$ cat src/hw/rtl/knn_pkg.sv
// Shared constants, codes and helpers of the k-nearest-neighbor classifier.
// No dependencies; every other file of the block imports this package.
`timescale 1ns / 1ps
package knn_pkg;

    localparam int DEF_MAX_RECORDS    = 1024;
    localparam int DEF_FEATURE_COUNT  = 11;
    localparam int DEF_MAX_NEIGHBOURS = 16;

    localparam int OP_W    = 2;
    localparam int IDX_W   = 4;
    localparam int FEAT_W  = 24;
    localparam int LAB_W   = 4;
    localparam int K_CFG_W = 5;
    localparam int DIST_W  = 48;

    localparam logic [OP_W-1:0] OP_TRAIN = 2'd0;
    localparam logic [OP_W-1:0] OP_QUERY = 2'd1;
    localparam logic [OP_W-1:0] OP_CLEAR = 2'd2;

    localparam logic [FEAT_W-1:0] POS_CAP  = 24'h7FFFFF;
    localparam logic [FEAT_W-1:0] NEG_CAP  = 24'h800000;
    localparam logic [DIST_W-1:0] DIST_SAT = {DIST_W{1'b1}};

    typedef struct packed {
        logic back_busy;
        logic queue_empty;
    } knn_hold_t;

    function automatic logic ranks_before(
        input logic [DIST_W-1:0] da,
        input logic [LAB_W-1:0]  la,
        input logic [DIST_W-1:0] db,
        input logic [LAB_W-1:0]  lb
    );
        return (da < db) || ((da == db) && (la < lb));
    endfunction

endpackage

$ cat src/hw/rtl/knn_queue.sv
// Two-entry command queue between the front and back parts.
// Depends on knn_pkg.
`timescale 1ns / 1ps
module knn_queue #(
    parameter int W = 16
) (
    input  logic         clk,
    input  logic         rst_n,
    input  logic         push,
    input  logic [W-1:0] push_data,
    input  logic         pop,
    output logic [W-1:0] head,
    output logic         empty
);
    import knn_pkg::*;

    logic [W-1:0] d0_reg;
    logic [W-1:0] d1_reg;
    logic [1:0]   cnt_reg;
    logic [1:0]   cnt_next;

    always_comb
    begin
        cnt_next = cnt_reg;
        if (push && !pop)
        begin
            cnt_next = cnt_reg + 2'd1;
        end
        else if (pop && !push)
        begin
            cnt_next = cnt_reg - 2'd1;
        end
    end

    always_ff @(posedge clk or negedge rst_n)
    begin
        if (!rst_n)
        begin
            cnt_reg <= 2'd0;
        end
        else
        begin
            cnt_reg <= cnt_next;
        end
    end

    always_ff @(posedge clk)
    begin
        if (push && !pop)
        begin
            if (cnt_reg == 2'd0)
            begin
                d0_reg <= push_data;
            end
            else
            begin
                d1_reg <= push_data;
            end
        end
        else if (pop && !push)
        begin
            d0_reg <= d1_reg;
        end
        else if (pop && push)
        begin
            if (cnt_reg == 2'd1)
            begin
                d0_reg <= push_data;
            end
            else
            begin
                d0_reg <= d1_reg;
                d1_reg <= push_data;
            end
        end
    end

    assign head  = d0_reg;
    assign empty = (cnt_reg == 2'd0);

endmodule

$ cat config.mk
export PLATFORM = sky130hd
export DESIGN_NAME = knn_queue
export DESIGN_NICKNAME = d
export VERILOG_FILES = /design/src/hw/rtl/knn_pkg.sv /design/src/hw/rtl/knn_queue.sv
export SDC_FILE = /design/constraint.sdc
export NUM_CORES = 1
export LEC_CHECK = 0
export BUFFER_PORTS_ARGS = -buffer_cell sky130_fd_sc_hd__buf_2
export CORE_AREA = 2 2 73 75
export CTS_CLUSTER_SIZE = 8
export DETAILED_ROUTE_END_ITERATION = 12
export DIE_AREA = 0 0 75 77
export MAX_ROUTING_LAYER = met4
export PLACE_DENSITY = 0.61
export SLEW_MARGIN = 10
export SYNTH_ARGS = -nofsm -noshare
export SYNTH_HDL_FRONTEND = slang
export SYNTH_SLANG_ARGS = --single-unit
$ cat constraint.sdc
create_clock -name clk -period 2.23 [get_ports clk]
set_input_delay 0.3345 -clock clk [delete_from_list [all_inputs] [get_ports clk]]
set_output_delay 0.3345 -clock clk [all_outputs]
set_load 0.005 [all_outputs]
* Yosys cells after proc, flatten, opt, wreduce, memory -nomap -nowiden
Index checks and enable logic that the tools add are counted.
** Operators by class
- Multiplexer cells :: 12
- Div/mod/pow operators :: 0
- Bitwise gates (word level) :: 0
- Shift operators :: 0
- $mul :: 0
- $add $sub $neg :: 2
- Reductions and logical operators :: 11
- Order comparisons :: 0
- Equal/unequal tests :: 5
** Operator list (count)
- $mux 16 :: 10
- $ne 2x2->1 const B :: 4
- $mux 2 :: 2
- $reduce_and 4->1 :: 1
- $reduce_bool 2->1 :: 2
- $logic_and 1x1->1 :: 3
- $reduce_bool 3->1 :: 1
- $add 2x1->2 const B :: 1
- $eq 2x1->1 const B :: 1
- $logic_not 1->1 :: 2
- $logic_not 2->1 :: 1
- $reduce_and 2->1 :: 1
- $sub 2x1->2 const B :: 1
** Word-level totals
- Output and inout port bits :: 17
- Word-level logic and storage cells :: 33
- Bits in read-only memories :: 0
- Latch bits :: 0
- Bits in writable memories :: 0
- Memories :: 0
- Bits in registers :: 34
- Bits of input ports :: 20

* Depth between registers and ports, before layout
Gate-level depths: netlist (run 1).
- Word-level depth :: 5
- Mapped depth :: 6
- Gate-level depth less buffers :: 5

* Worst setup path after synthesis (run 1)
Ideal clock, no wire load.
- Kind :: input-to-reg
- Start :: in pop
- End :: reg d1_reg[0], enable pin
- Path slack :: 252 ps
- Arrival :: 1584 ps
- Stages :: 5
- Library setup time :: 394 ps
- Path buffers :: 0
- Data required time :: 1836 ps
- Path through :: inv_1 -> ha_1 -> nor2_1 -> a22oi_1 -> a21oi_1
** On the way
- Cells in the longest elaborated chain, start to end :: 4
- Elaborated cells between the ends (all ways) :: 9
** RTL lines
- start, declared :: line knn_queue.sv:11 : input logic pop,
- $logic_not 1->1 :: line knn_queue.sv:49 : if (push && !pop)
- $logic_and 1x1->1 :: line knn_queue.sv:49
- $ne 2x2->1 (no line) or $reduce_bool 2->1 (tied branches)
- $reduce_and 4->1 (no line) (*)
- end signal, assigned :: line knn_queue.sv:57 : d1_reg <= push_data;
- end signal, assigned :: line knn_queue.sv:73 : d1_reg <= push_data;
- end, declared :: line knn_queue.sv:18 : logic [W-1:0] d1_reg;
Mark *: on every way between the ends. The rest lies on a longest branch, timed or not.
A chain may end at the register's enable or synchronous reset.

* Final worst setup path (run 1)
- Start :: reg cnt_reg[0]
- End :: reg d0_reg[4] (netlist: head[4]) (data pin)
** On the way
- Cells in the longest elaborated chain, start to end :: 5
** RTL lines
- start, declared :: line knn_queue.sv:19 : logic [1:0] cnt_reg;
- start signal, assigned :: line knn_queue.sv:43 : cnt_reg <= cnt_next;
- $eq 2x1->1 :: line knn_queue.sv:66 : if (cnt_reg == 2'd1)
- $mux 16 :: line knn_queue.sv:66
- $mux 16 :: line knn_queue.sv:64 : else if (pop && push)
- $mux 16 :: line knn_queue.sv:60 : else if (pop && !push)
- $mux 16 :: line knn_queue.sv:49
- end signal, assigned :: line knn_queue.sv:53 : d0_reg <= push_data;
- end signal, assigned :: line knn_queue.sv:62 : d0_reg <= d1_reg;
- end signal, assigned :: line knn_queue.sv:68 : d0_reg <= push_data;
- end, declared :: line knn_queue.sv:17 : logic [W-1:0] d0_reg;
No other way between the ends. The select of a mux whose other input is x is not followed.

==> flow_summary.html, run 1 <==
<table>
<tr><th>Metric</th><th>Value</th></tr>
<tr><th colspan="2">Global routing</th></tr>
<tr><td>Via count of the first global-routing pass</td><td>816</td></tr>
<tr><td>Pin count of the biggest net entering global routing</td><td>13</td></tr>
<tr><td>Wire length of the first global-routing pass</td><td>3800 um</td></tr>
<tr><td>Remaining Overflow, GRT</td><td>0</td></tr>
<tr><td>Antenna violations before repair</td><td>0</td></tr>
<tr><td>Total GRT Usage</td><td>0.0917</td></tr>
<tr><th colspan="2">Die</th></tr>
<tr><td>Number of core rows</td><td>26</td></tr>
<tr><td>I/O pin count</td><td>37</td></tr>
<tr><td>Full die area</td><td>5780 um2</td></tr>
<tr><td>Area of the placeable core</td><td>4980 um2</td></tr>
<tr><td>Starting Density</td><td>0.288</td></tr>
<tr><td>Die span in y</td><td>77 um</td></tr>
<tr><td>Die Width</td><td>75 um</td></tr>
<tr><th colspan="2">Yosys</th></tr>
<tr><td>Number of unique standard cell types used by synthesis</td><td>16</td></tr>
<tr><td>Syn_area_per_cell</td><td>19.1 um2</td></tr>
<tr><td>Net count after synthesis</td><td>102</td></tr>
<tr><td>Combined area of all synthesized cells</td><td>1430 um2</td></tr>
<tr><td>Synth Warn #</td><td>0</td></tr>
<tr><td>Gate Count Post-Synth</td><td>75</td></tr>
<tr><td>Seq cells post-synth</td><td>34</td></tr>
<tr><td>Sequential cell area fraction in the yosys report</td><td>0.706</td></tr>
<tr><th colspan="2">Timing</th></tr>
<tr><td>Time the final worst path needs with I/O delays and setup</td><td>1.74 ns</td></tr>
<tr><td>Tcrit/Tclk final</td><td>0.778</td></tr>
<tr><td>Setup-violating endpoint count in the final report</td><td>0</td></tr>
<tr><td>Largest clock skew in the final design</td><td>0.00619 ns</td></tr>
<tr><td>Fin. Hold Viols</td><td>0</td></tr>
<tr><td>Setup_tns</td><td>0 ns</td></tr>
<tr><td>FMAX</td><td>576 MHz</td></tr>
<tr><td>Setup repair after global routing missed its margin</td><td>no</td></tr>
<tr><td>Slew at the pin with the worst max-slew slack</td><td>0.335 ns</td></tr>
<tr><td>Slew Viols, Final</td><td>0</td></tr>
<tr><td>Slew HR</td><td>0.776</td></tr>
<tr><th colspan="2">Finish</th></tr>
<tr><td>Area delta synth-&gt;final</td><td>28.9%</td></tr>
<tr><td>Filler Cell Count</td><td>476</td></tr>
<tr><td>Share of post-route cells with drive strength above 1</td><td>0.537</td></tr>
<tr><td>Register Area</td><td>1010 um2</td></tr>
<tr><td>Leading cell type in the layout, fill and taps excluded</td><td>sky130_fd_sc_hd__buf_2</td></tr>
<tr><td>Antenna diode count</td><td>0</td></tr>
<tr><td>Fin area</td><td>1850 um2</td></tr>
<tr><td>Util after Layout</td><td>0.371</td></tr>
<tr><td>Final layout net count</td><td>149</td></tr>
<tr><td>Area used by multi-input combinational logic</td><td>383 um2</td></tr>
<tr><td>Top library cells by usage in the layout, fill and taps aside</td><td>36 x sky130_fd_sc_hd__buf_2, 32 x sky130_fd_sc_hd__edfxtp_1, 10 x sky130_fd_sc_hd__mux2_4, 7 x sky130_fd_sc_hd__ha_1</td></tr>
<tr><th colspan="2">Placement</th></tr>
<tr><td>Area of placed instances</td><td>1730 um2</td></tr>
<tr><td>Last weighted congestion value of the routability-driven placer</td><td>0.719</td></tr>
<tr><td>Estimated wirelength of the detail-placed design</td><td>1800 um</td></tr>
<tr><td>Port bufs</td><td>36</td></tr>
<tr><th colspan="2">Critical path</th></tr>
<tr><td>R2R Path Start</td><td>cnt_reg[0]$_DFFE_PN0P_</td></tr>
<tr><td>Crit path cell chain</td><td>ha_1, a21oi_4, buf_12, mux2_2</td></tr>
<tr><td>CP endpoint kind</td><td>register</td></tr>
<tr><td>Capture instance of the worst register-to-register path</td><td>head[4]$_DFFE_PP_</td></tr>
<tr><td>Critical path class</td><td>reg2reg</td></tr>
<tr><td>Critical Path AT</td><td>1.76 ns</td></tr>
<tr><td>Worst setup path end</td><td>head[4]$_DFFE_PP_</td></tr>
<tr><td>Worst R2R Setup Slack</td><td>0.49 ns</td></tr>
<tr><td>WP data required</td><td>2.26 ns</td></tr>
<tr><td>Highest-delay cell along the critical path</td><td>sky130_fd_sc_hd__dfrtp_1</td></tr>
<tr><td>Worst stage delay on the critical path</td><td>0.38 ns</td></tr>
<tr><td>Length in cells of the worst reg-to-reg path</td><td>4</td></tr>
<tr><td>Start point of the critical path</td><td>cnt_reg[0]$_DFFE_PN0P_</td></tr>
<tr><td>Biggest fanout along the worst timing path</td><td>10</td></tr>
<tr><td>Critical path launch point type</td><td>register</td></tr>
<tr><th colspan="2">Clocking</th></tr>
<tr><td>Insertion delay of the later-clocked pin in the worst-skew pair</td><td>0.28 ns</td></tr>
<tr><td>Maximum root-to-sink buffer count</td><td>2</td></tr>
<tr><td>Post-CTS Resized</td><td>0</td></tr>
<tr><td>Reg clk slew, reported paths</td><td>0.06 ns</td></tr>
<tr><td>CTS hold repair buffers</td><td>1</td></tr>
<tr><td>Number of clock sinks seen by CTS</td><td>34</td></tr>
<tr><td>TritonCTS Buffers</td><td>5</td></tr>
<tr><td>Clock root cell</td><td>sky130_fd_sc_hd__clkbuf_8</td></tr>
<tr><td>Post CTS Setup Buffer Count</td><td>0</td></tr>
<tr><td>CTS tree</td><td>done</td></tr>
<tr><td>H-Tree Depth</td><td>2</td></tr>
<tr><th colspan="2">Drt</th></tr>
<tr><td>Total wire length</td><td>2360 um</td></tr>
<tr><td>Detail-routed via count per cell</td><td>3.88</td></tr>
<tr><td>Via Count</td><td>748</td></tr>
<tr><td>Iteration-0 DRC Markers</td><td>81</td></tr>
<tr><td>Routed wirelength normalized by instance count</td><td>12.2 um</td></tr>
<tr><td>DRC Markers</td><td>0</td></tr>
<tr><td>Number of antenna-violating nets in the routed design</td><td>0</td></tr>
<tr><td>Drt first pass iters</td><td>3</td></tr>
<tr><th colspan="2">Power and ir drop</th></tr>
<tr><td>Areal power density over the cells</td><td>976 nW/um2</td></tr>
<tr><td>Worst voltage drop across the vdd grid</td><td>0.351 mV</td></tr>
<tr><td>Static leakage power</td><td>0.772 nW</td></tr>
<tr><th colspan="2">Hold path</th></tr>
<tr><td>Worst hold path stage count</td><td>1</td></tr>
<tr><td>Hold WC Path Type</td><td>in2reg</td></tr>
<tr><th colspan="2">Run</th></tr>
<tr><td>Max-cap violations</td><td>0</td></tr>
<tr><th colspan="2">Status</th></tr>
<tr><td>Status</td><td>complete, no violations</td></tr>
</table>
==> stage by stage <==
step           power (W)  setup WS (ns)  hold WS (ns)  std cells
2_1_floorplan    0.00114          0.252        0.0389         75
3_3_place_gp     0.00128          0.387         0.123        184
3_5_place_dp     0.00129          0.338         0.123        184
4_1_cts          0.00183          0.496         0.239        193
5_1_grt          0.00190          0.425         0.237        193
6_report         0.00180          0.495         0.248        193
==> synthesized netlist by cell type <==
library cell | instances | area, um2
sky130_fd_sc_hd__inv_2 | 1 | 3.75
sky130_fd_sc_hd__dfrtp_1 | 2 | 50.1
sky130_fd_sc_hd__nor2_1 | 1 | 3.75
sky130_fd_sc_hd__edfxtp_1 | 32 | 961
sky130_fd_sc_hd__mux2i_1 | 1 | 10.0
sky130_fd_sc_hd__inv_1 | 6 | 22.5
sky130_fd_sc_hd__o21ai_0 | 2 | 10.0
sky130_fd_sc_hd__xnor2_1 | 1 | 8.76
sky130_fd_sc_hd__mux2_4 | 10 | 150
sky130_fd_sc_hd__a21oi_1 | 2 | 10.0
sky130_fd_sc_hd__a22oi_1 | 1 | 7.51
sky130_fd_sc_hd__ha_1 | 7 | 87.6
sky130_fd_sc_hd__buf_12 | 1 | 20.0
sky130_fd_sc_hd__mux2_2 | 6 | 67.6
sky130_fd_sc_hd__nand2_1 | 1 | 3.75
sky130_fd_sc_hd__a21oi_4 | 1 | 16.3
==> metal layers <==
| layer | vias to the layer above | GRT usage | part of all wire |
|---|---|---|---|
| met1 | 346 | 0.109 | 0.45 |
| met3 | 3 | 0.0407 | 0.081 |
| met2 | 30 | 0.139 | 0.46 |
| li1 | 369 | - | - |
| met5 | - | - | 0 |
| met4 | 0 | 0.0268 | 0.012 |
==> worst max-delay path: cells and delay by family (launching register included) <==
kind	cells	cell delay (ns)
fa+ha+maj	1	0.25
buf+inv	1	0.19
mux	1	0.34
compound gates	1	0.32
flops	1	0.38
==> power by group <==
part	switching (W)	internal [W]	total [W]
clock	0.000197	0.000334	0.000531
combinational	0.000185	0.000216	0.000400
sequential	0.0000266	0.000844	0.000871
==> layout make-up <==
cell class | instances | area share
flip-flops and latches | 34 | 0.547
repair buffers | 41 | 0.126
well taps | 70 | 0.0474
clock buffers | 7 | 0.0413
multi-input cells | 33 | 0.207
inverters | 7 | 0.0142
clock inverters | 1 | 0.0163
==> kinds of logic (layout without fill, tap and decap cells) <==
kind of cell / Yosys count / after routing / share of synthesized area
fa+ha+maj: 7 / 7 / 0.0611
simple gates: 2 / 2 / 0.00524
mux: 17 / 17 / 0.159
flops: 34 / 34 / 0.706
buf+inv: 8 / 56 / 0.0323
compound gates: 6 / 6 / 0.0306
xor+xnor: 1 / 1 / 0.00611
==> how the worst min path moves through the flow <==
| stage | start | end | slack [ns] |
|---|---|---|---|
| 3_3_place_gp | rst_n | cnt_reg[1]$_DFFE_PN0P_ | 0.12 |
| 6_report | push_data[15] | d1_reg[15]$_DFFE_PP_ | 0.25 |
| 5_1_grt | push_data[10] | d1_reg[10]$_DFFE_PP_ | 0.24 |
| 3_5_place_dp | rst_n | cnt_reg[1]$_DFFE_PN0P_ | 0.12 |
| 4_1_cts | push_data[2] | d1_reg[2]$_DFFE_PP_ | 0.24 |
| 2_1_floorplan | rst_n | cnt_reg[0]$_DFFE_PN0P_ | 0.04 |
Note: power is estimated with default switching activity, not from simulation.
==> inputs of run 2 (changes only) <==
--- a/config.mk
+++ b/config.mk
@@ -11,7 +11,7 @@
 export DETAILED_ROUTE_END_ITERATION = 12
 export DIE_AREA = 0 0 75 77
 export MAX_ROUTING_LAYER = met4
-export PLACE_DENSITY = 0.61
+export PLACE_DENSITY = 0.62
 export SLEW_MARGIN = 10
 export SYNTH_ARGS = -nofsm -noshare
 export SYNTH_HDL_FRONTEND = slang
==> constraint.sdc (replaced) <==
create_clock -name clk -period 1.55 [get_ports clk]
set_input_delay 0.2325 -clock clk [delete_from_list [all_inputs] [get_ports clk]]
set_output_delay 0.2325 -clock clk [all_outputs]
set_load 0.005 [all_outputs]
==> run 2 against run 1 <==
Net effect: the flow now finishes with violations (setup timing); critical path depth unchanged; cell area increased by 7.7%; utilization increased by 2.9 points; largest power group unchanged; final cell count increased by 4.1%; highest routed layer unchanged; clock skew decreased by 0.0030 ns; sequential power increased by 45%; critical endpoint is now head[5]$_DFFE_PP_; sequential share of layout area decreased by 3.9 points; hold slack got worse by 0.11 ns; non-clock buffer count increased by 8; critical path type unchanged; die area unchanged.
==> flow_summary.html, run 2 (synthesis gave the netlist of run 1 again) <==
<table>
<tr><th>Metric</th><th>Value</th></tr>
<tr><th colspan="2">Finish</th></tr>
<tr><td>Share of post-route cells with drive strength above 1</td><td>0.603 (+0.0665)</td></tr>
<tr><td>Fin area</td><td>1990 um2 (+7.7%)</td></tr>
<tr><td>Util after Layout</td><td>0.400 (+0.0287)</td></tr>
<tr><td>Antenna diode count</td><td>0 (unchanged)</td></tr>
<tr><td>Top library cells by usage in the layout, fill and taps aside</td><td>36 x sky130_fd_sc_hd__buf_2, 32 x sky130_fd_sc_hd__edfxtp_1, 16 x sky130_fd_sc_hd__mux2_4, 6 x sky130_fd_sc_hd__buf_4</td></tr>
<tr><td>Area delta synth-&gt;final</td><td>38.9%</td></tr>
<tr><td>Final layout net count</td><td>157 (+5.4%)</td></tr>
<tr><td>Filler Cell Count</td><td>463 (-2.7%)</td></tr>
<tr><td>Leading cell type in the layout, fill and taps excluded</td><td>sky130_fd_sc_hd__buf_2</td></tr>
<tr><th colspan="2">Timing</th></tr>
<tr><td>Fin. Hold Viols</td><td>0 (unchanged)</td></tr>
<tr><td>Slew at the pin with the worst max-slew slack</td><td>0.255 ns (-0.0800 ns)</td></tr>
<tr><td>Setup-violating endpoint count in the final report</td><td>10 (+10)</td></tr>
<tr><td>Minimum hold slack</td><td>0.140 ns (-0.108 ns)</td></tr>
<tr><td>Slew Viols, Final</td><td>0 (unchanged)</td></tr>
<tr><td>Time the final worst path needs with I/O delays and setup</td><td>1.57 ns (-0.163 ns)</td></tr>
<tr><td>Largest clock skew in the final design</td><td>0.00317 ns (-0.00302 ns)</td></tr>
<tr><td>Setup ws final</td><td>-0.0221 ns (-0.517 ns)</td></tr>
<tr><td>Slew HR</td><td>0.829 (+0.0535)</td></tr>
<tr><td>FMAX</td><td>636 MHz (+10%)</td></tr>
<tr><td>Setup repair after global routing missed its margin</td><td>yes</td></tr>
<tr><td>Tcrit/Tclk final</td><td>1.01 (+0.236)</td></tr>
<tr><td>Setup_tns</td><td>-0.131 ns (-0.131 ns)</td></tr>
<tr><th colspan="2">Critical path</th></tr>
<tr><td>Length in cells of the worst reg-to-reg path</td><td>4 (unchanged)</td></tr>
<tr><td>CP endpoint kind</td><td>register</td></tr>
<tr><td>Critical path class</td><td>reg2reg</td></tr>
<tr><td>Critical Path AT</td><td>1.61 ns (-0.15 ns)</td></tr>
<tr><td>R2R Path Start</td><td>cnt_reg[0]$_DFFE_PN0P_</td></tr>
<tr><td>Capture instance of the worst register-to-register path</td><td>head[5]$_DFFE_PP_</td></tr>
<tr><td>WP data required</td><td>1.58 ns (-0.68 ns)</td></tr>
<tr><td>Critical path launch point type</td><td>register</td></tr>
<tr><td>Biggest fanout along the worst timing path</td><td>5 (-5)</td></tr>
<tr><td>Worst R2R Setup Slack</td><td>-0.02 ns (-0.52 ns)</td></tr>
<tr><th colspan="2">Clocking</th></tr>
<tr><td>Insertion delay of the later-clocked pin in the worst-skew pair</td><td>0.28 ns (about the same)</td></tr>
<tr><td>Reg clk slew, reported paths</td><td>0.06 ns (about the same)</td></tr>
<tr><td>Clock root cell</td><td>sky130_fd_sc_hd__clkbuf_8</td></tr>
<tr><td>Maximum root-to-sink buffer count</td><td>2 (unchanged)</td></tr>
<tr><td>TritonCTS Buffers</td><td>5 (unchanged)</td></tr>
<tr><td>H-Tree Depth</td><td>2 (unchanged)</td></tr>
<tr><td>Number of clock sinks seen by CTS</td><td>34 (unchanged)</td></tr>
<tr><td>CTS tree</td><td>done</td></tr>
<tr><th colspan="2">Hold path</th></tr>
<tr><td>Hold WC Path Type</td><td>in2reg</td></tr>
<tr><td>Worst hold path stage count</td><td>1 (unchanged)</td></tr>
<tr><td>Worst hold path endpoint</td><td>d1_reg[11]$_DFFE_PP_</td></tr>
<tr><td>Hold Crit Start</td><td>push_data[11]</td></tr>
<tr><th colspan="2">Drt</th></tr>
<tr><td>Via Count</td><td>806 (+7.8%)</td></tr>
<tr><td>DRC Markers</td><td>0 (unchanged)</td></tr>
<tr><td>Detail-routed via count per cell</td><td>4.01 (+3.5%)</td></tr>
<tr><td>Number of antenna-violating nets in the routed design</td><td>0 (unchanged)</td></tr>
<tr><td>Iteration-0 DRC Markers</td><td>86 (+6.2%)</td></tr>
<tr><td>Drt first pass iters</td><td>4 (+1)</td></tr>
<tr><td>Routed wirelength normalized by instance count</td><td>12.5 um (+2.6%)</td></tr>
<tr><td>Total wire length</td><td>2520 um (+6.8%)</td></tr>
<tr><th colspan="2">Global routing</th></tr>
<tr><td>Wire length of the first global-routing pass</td><td>3760 um (-1.1%)</td></tr>
<tr><td>Antenna violations before repair</td><td>0 (unchanged)</td></tr>
<tr><td>Total GRT Usage</td><td>0.0940 (+0.00229)</td></tr>
<tr><td>Remaining Overflow, GRT</td><td>0 (unchanged)</td></tr>
<tr><td>Pin count of the biggest net entering global routing</td><td>17 (+4)</td></tr>
<tr><td>Via count of the first global-routing pass</td><td>785 (-3.8%)</td></tr>
<tr><th colspan="2">Power and ir drop</th></tr>
<tr><td>Sequential cell fraction of total power</td><td>0.479 (-0.004)</td></tr>
<tr><td>Fraction of power consumed by the clock network</td><td>0.231 (-0.064)</td></tr>
<tr><td>Worst voltage drop across the vdd grid</td><td>0.367 mV (+4.7%)</td></tr>
<tr><td>Static leakage power</td><td>0.849 nW (+9.9%)</td></tr>
<tr><td>Net Sw Power</td><td>0.000660 W (+61%)</td></tr>
<tr><td>Internal</td><td>0.00197 W (+41%)</td></tr>
<tr><td>Areal power density over the cells</td><td>1320 nW/um2 (+35%)</td></tr>
<tr><td>Sw Share</td><td>0.251 (+0.0244)</td></tr>
<tr><td>Relative contribution of combinational cells to total power</td><td>0.290 (+0.068)</td></tr>
<tr><th colspan="2">Placement</th></tr>
<tr><td>Estimated wirelength of the detail-placed design</td><td>1860 um (+3.0%)</td></tr>
<tr><td>Port bufs</td><td>36 (unchanged)</td></tr>
<tr><td>Last weighted congestion value of the routability-driven placer</td><td>0.686 (-4.7%)</td></tr>
<tr><td>Area of placed instances</td><td>1820 um2 (+5.1%)</td></tr>
<tr><th colspan="2">Status</th></tr>
<tr><td>Violations in the final reports</td><td>setup timing</td></tr>
<tr><td>Status</td><td>complete, but fails checks</td></tr>
<tr><th colspan="2">Die</th></tr>
<tr><td>Area of the placeable core</td><td>4980 um2 (unchanged)</td></tr>
<tr><td>Full die area</td><td>5780 um2 (unchanged)</td></tr>
<tr><td>I/O pin count</td><td>37 (unchanged)</td></tr>
<tr><td>Die span in y</td><td>77 um (unchanged)</td></tr>
<tr><td>Number of core rows</td><td>26 (unchanged)</td></tr>
<tr><td>Starting Density</td><td>0.288 (unchanged)</td></tr>
<tr><td>Die Width</td><td>75 um (unchanged)</td></tr>
<tr><th colspan="2">Run</th></tr>
<tr><td>Max-cap violations</td><td>0 (unchanged)</td></tr>
</table>
run 2: through the flow:
stage | setup WS, ns | instances | power, W
floorplan | -0.00757 | 75 | 0.00167
global placement | -0.00699 | 190 | 0.00191
detailed placement | -0.0394 | 190 | 0.00194
CTS | -0.0212 | 199 | 0.00256
global route | -0.0596 | 201 | 0.00278
finish | -0.0221 | 201 | 0.00263
run 2: worst max path at each step:
stage / from / to / slack (ns)
floorplan: cnt_reg[0]$_DFFE_PN0P_ / head[0]$_DFFE_PP_ / -0.008
global placement: push / head[15]$_DFFE_PP_ / -0.007
detailed placement: push / head[12]$_DFFE_PP_ / -0.04
CTS: cnt_reg[0]$_DFFE_PN0P_ / head[12]$_DFFE_PP_ / -0.02
global route: cnt_reg[0]$_DFFE_PN0P_ / head[7]$_DFFE_PP_ / -0.06
finish: cnt_reg[0]$_DFFE_PN0P_ / head[5]$_DFFE_PP_ / -0.02
run 2: layer usage:
layer	GRT usage	part of all wire	wire [um]
met4	0.0536	0.024	60
met2	0.136	0.46	1170
met5	-	0	0
met1	0.103	0.42	1070
met3	0.0460	0.090	228
run 2: final cells by class:
type                       count  area [um2]  share of cell area
inverter                       7        26.3              0.0132
tap                           70        87.6              0.0440
clock buffer                   6        72.6              0.0365
sequential                    34        1010               0.508
timing repair buffer          49         343               0.172
multi-input combinational     33         440               0.221
clock inverter                 2        8.76             0.00440
run 2: worst max-delay path, cell delays in order, from the launching register on:
cell                        delay, ns
sky130_fd_sc_hd__dfrtp_1         0.41
sky130_fd_sc_hd__ha_4            0.18
sky130_fd_sc_hd__a21oi_4         0.24
sky130_fd_sc_hd__clkbuf_16       0.21
sky130_fd_sc_hd__mux2_4          0.29
run 2: power groups by stage:
stage	clock network, W	logic [W]	registers (W)
after CTS	0.000633	0.000667	0.00126
after detailed placement	0	0.000662	0.00128
after global placement	0	0.000645	0.00127
after global routing	0.000679	0.000832	0.00127
after floorplan	0	0.000384	0.00128
final	0.000607	0.000763	0.00126
run 2: timing repair:
item                                    4_1_cts  5_1_grt
resized for setup                             0       13
pin swaps                                     0        2
hold buffers                                  1        0
endpoints found under the setup margin        5       30
buffers inserted                              0        1
cloned                                        0        1
hold endpoints to repair                      2        0
==> inputs of run 3 (changes only) <==
--- a/config.mk
+++ b/config.mk
@@ -12,6 +12,8 @@
 export DIE_AREA = 0 0 75 77
 export MAX_ROUTING_LAYER = met4
 export PLACE_DENSITY = 0.62
+export SKIP_CTS_REPAIR_TIMING = 1
+export SKIP_LAST_GASP = 1
 export SLEW_MARGIN = 10
 export SYNTH_ARGS = -nofsm -noshare
 export SYNTH_HDL_FRONTEND = slang
==> run 3 against run 2 <==
Net effect: the run still ends with setup timing left; setup slack did not move; first-iteration DRC count fell by 13%; register-to-register slack barely moved; critical path depth did not move; non-clock buffer count did not move; combinational power barely moved; critical path type unchanged; critical endpoint unchanged; largest cell class unchanged.
==> flow_summary.html, run 3 (synthesis gave the netlist of run 1 again) <==
<table>
<tr><th>Metric</th><th>Value</th></tr>
<tr><th colspan="2">Timing</th></tr>
<tr><td>Fin. Hold Viols</td><td>0 (unchanged)</td></tr>
<tr><td>Time the final worst path needs with I/O delays and setup</td><td>1.57 ns (unchanged)</td></tr>
<tr><td>Setup repair after global routing missed its margin</td><td>yes</td></tr>
<tr><td>Minimum hold slack</td><td>0.140 ns (unchanged)</td></tr>
<tr><td>Largest clock skew in the final design</td><td>0.00317 ns (unchanged)</td></tr>
<tr><td>Setup-violating endpoint count in the final report</td><td>10 (unchanged)</td></tr>
<tr><td>Setup ws final</td><td>-0.0221 ns (unchanged)</td></tr>
<tr><td>Slew at the pin with the worst max-slew slack</td><td>0.255 ns (unchanged)</td></tr>
<tr><td>Slew Viols, Final</td><td>0 (unchanged)</td></tr>
<tr><td>Tcrit/Tclk final</td><td>1.01 (unchanged)</td></tr>
<tr><td>Slew HR</td><td>0.829 (unchanged)</td></tr>
<tr><td>FMAX</td><td>636 MHz (unchanged)</td></tr>
<tr><td>Setup_tns</td><td>-0.131 ns (unchanged)</td></tr>
<tr><th colspan="2">Placement</th></tr>
<tr><td>Area of placed instances</td><td>1820 um2 (unchanged)</td></tr>
<tr><td>Estimated wirelength of the detail-placed design</td><td>1860 um (unchanged)</td></tr>
<tr><td>Last weighted congestion value of the routability-driven placer</td><td>0.686 (unchanged)</td></tr>
<tr><td>Port bufs</td><td>36 (unchanged)</td></tr>
<tr><td># placed instances</td><td>190 (unchanged)</td></tr>
<tr><th colspan="2">Drt</th></tr>
<tr><td>Iteration-0 DRC Markers</td><td>75 (-13%)</td></tr>
<tr><td>DRC Markers</td><td>0 (unchanged)</td></tr>
<tr><td>Via Count</td><td>806 (unchanged)</td></tr>
<tr><td>Total wire length</td><td>2520 um (unchanged)</td></tr>
<tr><td>Number of antenna-violating nets in the routed design</td><td>0 (unchanged)</td></tr>
<tr><td>Drt first pass iters</td><td>4 (unchanged)</td></tr>
<tr><td>Routed wirelength normalized by instance count</td><td>12.5 um (unchanged)</td></tr>
<tr><td>Detail-routed via count per cell</td><td>4.01 (unchanged)</td></tr>
<tr><th colspan="2">Power and ir drop</th></tr>
<tr><td>Sequential cell fraction of total power</td><td>0.479 (about the same)</td></tr>
<tr><td>Areal power density over the cells</td><td>1320 nW/um2 (about the same)</td></tr>
<tr><td>Internal</td><td>0.00197 W (unchanged)</td></tr>
<tr><td>Static leakage power</td><td>0.849 nW (unchanged)</td></tr>
<tr><td>Net Sw Power</td><td>0.000660 W (about the same)</td></tr>
<tr><td>Sw Share</td><td>0.251 (about the same)</td></tr>
<tr><td>Worst voltage drop across the vdd grid</td><td>0.367 mV (unchanged)</td></tr>
<tr><td>Relative contribution of combinational cells to total power</td><td>0.290 (about the same)</td></tr>
<tr><td>Fraction of power consumed by the clock network</td><td>0.231 (about the same)</td></tr>
<tr><th colspan="2">Clocking</th></tr>
<tr><td>Number of clock sinks seen by CTS</td><td>34 (unchanged)</td></tr>
<tr><td>Clock root cell</td><td>sky130_fd_sc_hd__clkbuf_8</td></tr>
<tr><td>Insertion delay of the later-clocked pin in the worst-skew pair</td><td>0.28 ns (about the same)</td></tr>
<tr><td>Reg clk slew, reported paths</td><td>0.06 ns (about the same)</td></tr>
<tr><td>Maximum root-to-sink buffer count</td><td>2 (unchanged)</td></tr>
<tr><td>CTS tree</td><td>done</td></tr>
<tr><td>TritonCTS Buffers</td><td>5 (unchanged)</td></tr>
<tr><td>H-Tree Depth</td><td>2 (unchanged)</td></tr>
<tr><th colspan="2">Finish</th></tr>
<tr><td>Top library cells by usage in the layout, fill and taps aside</td><td>36 x sky130_fd_sc_hd__buf_2, 32 x sky130_fd_sc_hd__edfxtp_1, 16 x sky130_fd_sc_hd__mux2_4, 6 x sky130_fd_sc_hd__buf_4</td></tr>
<tr><td>Share of post-route cells with drive strength above 1</td><td>0.603 (unchanged)</td></tr>
<tr><td>Leading cell type in the layout, fill and taps excluded</td><td>sky130_fd_sc_hd__buf_2</td></tr>
<tr><td>Fin area</td><td>1990 um2 (unchanged)</td></tr>
<tr><td>Antenna diode count</td><td>0 (unchanged)</td></tr>
<tr><td>Non-filler cells in the finished layout</td><td>201 (unchanged)</td></tr>
<tr><td>Filler Cell Count</td><td>465 (+0.43%)</td></tr>
<tr><td>Final layout net count</td><td>157 (unchanged)</td></tr>
<tr><td>Area delta synth-&gt;final</td><td>38.9% (unchanged)</td></tr>
<tr><th colspan="2">Critical path</th></tr>
<tr><td>Critical Path AT</td><td>1.61 ns (about the same)</td></tr>
<tr><td>Critical path launch point type</td><td>register</td></tr>
<tr><td>Critical path class</td><td>reg2reg</td></tr>
<tr><td>Worst R2R Setup Slack</td><td>-0.02 ns (about the same)</td></tr>
<tr><td>Biggest fanout along the worst timing path</td><td>5 (unchanged)</td></tr>
<tr><td>CP endpoint kind</td><td>register</td></tr>
<tr><td>WP data required</td><td>1.58 ns (about the same)</td></tr>
<tr><th colspan="2">Global routing</th></tr>
<tr><td>Pin count of the biggest net entering global routing</td><td>17 (unchanged)</td></tr>
<tr><td>Total GRT Usage</td><td>0.0940 (unchanged)</td></tr>
<tr><td>Wire length of the first global-routing pass</td><td>3760 um (unchanged)</td></tr>
<tr><td>Via count of the first global-routing pass</td><td>785 (unchanged)</td></tr>
<tr><td>Antenna violations before repair</td><td>0 (unchanged)</td></tr>
<tr><td>Remaining Overflow, GRT</td><td>0 (unchanged)</td></tr>
<tr><th colspan="2">Run</th></tr>
<tr><td>Max-cap violations</td><td>0 (unchanged)</td></tr>
<tr><th colspan="2">Die</th></tr>
<tr><td>Die span in y</td><td>77 um (unchanged)</td></tr>
<tr><td>Starting Density</td><td>0.288 (unchanged)</td></tr>
<tr><td>Number of core rows</td><td>26 (unchanged)</td></tr>
<tr><td>Full die area</td><td>5780 um2 (unchanged)</td></tr>
<tr><td>Die Width</td><td>75 um (unchanged)</td></tr>
<tr><td>I/O pin count</td><td>37 (unchanged)</td></tr>
<tr><td>Area of the placeable core</td><td>4980 um2 (unchanged)</td></tr>
<tr><th colspan="2">Hold path</th></tr>
<tr><td>Hold WC Path Type</td><td>in2reg</td></tr>
<tr><th colspan="2">Status</th></tr>
<tr><td>Violations in the final reports</td><td>setup timing</td></tr>
<tr><td>Status</td><td>complete, but fails checks</td></tr>
</table>
-- run 3: power by group through the flow --
stage | sequential, W | clock (W) | combinational [W]
after global placement | 0.00127 | 0 | 0.000645
after floorplan | 0.00128 | 0 | 0.000384
after global routing | 0.00127 | 0.000679 | 0.000832
after CTS | 0.00126 | 0.000633 | 0.000665
after detailed placement | 0.00128 | 0 | 0.000662
final | 0.00126 | 0.000607 | 0.000763
-- run 3: per-stage QoR --
stage | util | power [W] | setup WS [ns]
floorplan | - | 0.00167 | -0.00757
global placement | 0.365 | 0.00191 | -0.00699
detailed placement | 0.365 | 0.00194 | -0.0394
CTS | 0.382 | 0.00255 | -0.0212
global route | 0.400 | 0.00278 | -0.0596
finish | 0.400 | 0.00263 | -0.0221
-- run 3: cell type report --
type / count / area, um2 / area share
clock inverter: 2 / 8.76 / 0.00440
inverter: 7 / 26.3 / 0.0132
multi-input combinational: 33 / 440 / 0.221
timing repair buffer: 49 / 343 / 0.172
tap: 70 / 87.6 / 0.0440
clock buffer: 6 / 72.6 / 0.0365
sequential: 34 / 1010 / 0.508
-- run 3: final timing paths --
kind | startpoint | depth (start not counted) | end
hold / removal | push_data[11] | 1 | d1_reg[11]$_DFFE_PP_
hold reg to reg | d1_reg[11]$_DFFE_PP_ | 1 | head[11]$_DFFE_PP_
max in group asynchronous | rst_n | 2 | cnt_reg[0]$_DFFE_PN0P_
min in group asynchronous | rst_n | 2 | cnt_reg[1]$_DFFE_PN0P_
setup / recovery | cnt_reg[0]$_DFFE_PN0P_ | 4 | head[5]$_DFFE_PP_
setup reg to reg | cnt_reg[0]$_DFFE_PN0P_ | 4 | head[5]$_DFFE_PP_
-- run 3: worst max-delay path, stage by stage, from the launching register on --
cell and delay, ns:
sky130_fd_sc_hd__dfrtp_1 0.41, sky130_fd_sc_hd__ha_4 0.18, sky130_fd_sc_hd__a21oi_4 0.24, sky130_fd_sc_hd__clkbuf_16 0.21, sky130_fd_sc_hd__mux2_4 0.29
-- run 3: routing by layer --
metal | vias to the layer above | GRT usage | routed length, um
li1 | 388 | - | -
met4 | 0 | 0.0536 | 60
met2 | 33 | 0.136 | 1170
met1 | 378 | 0.103 | 1070
met5 | - | - | 0
met3 | 7 | 0.0460 | 228
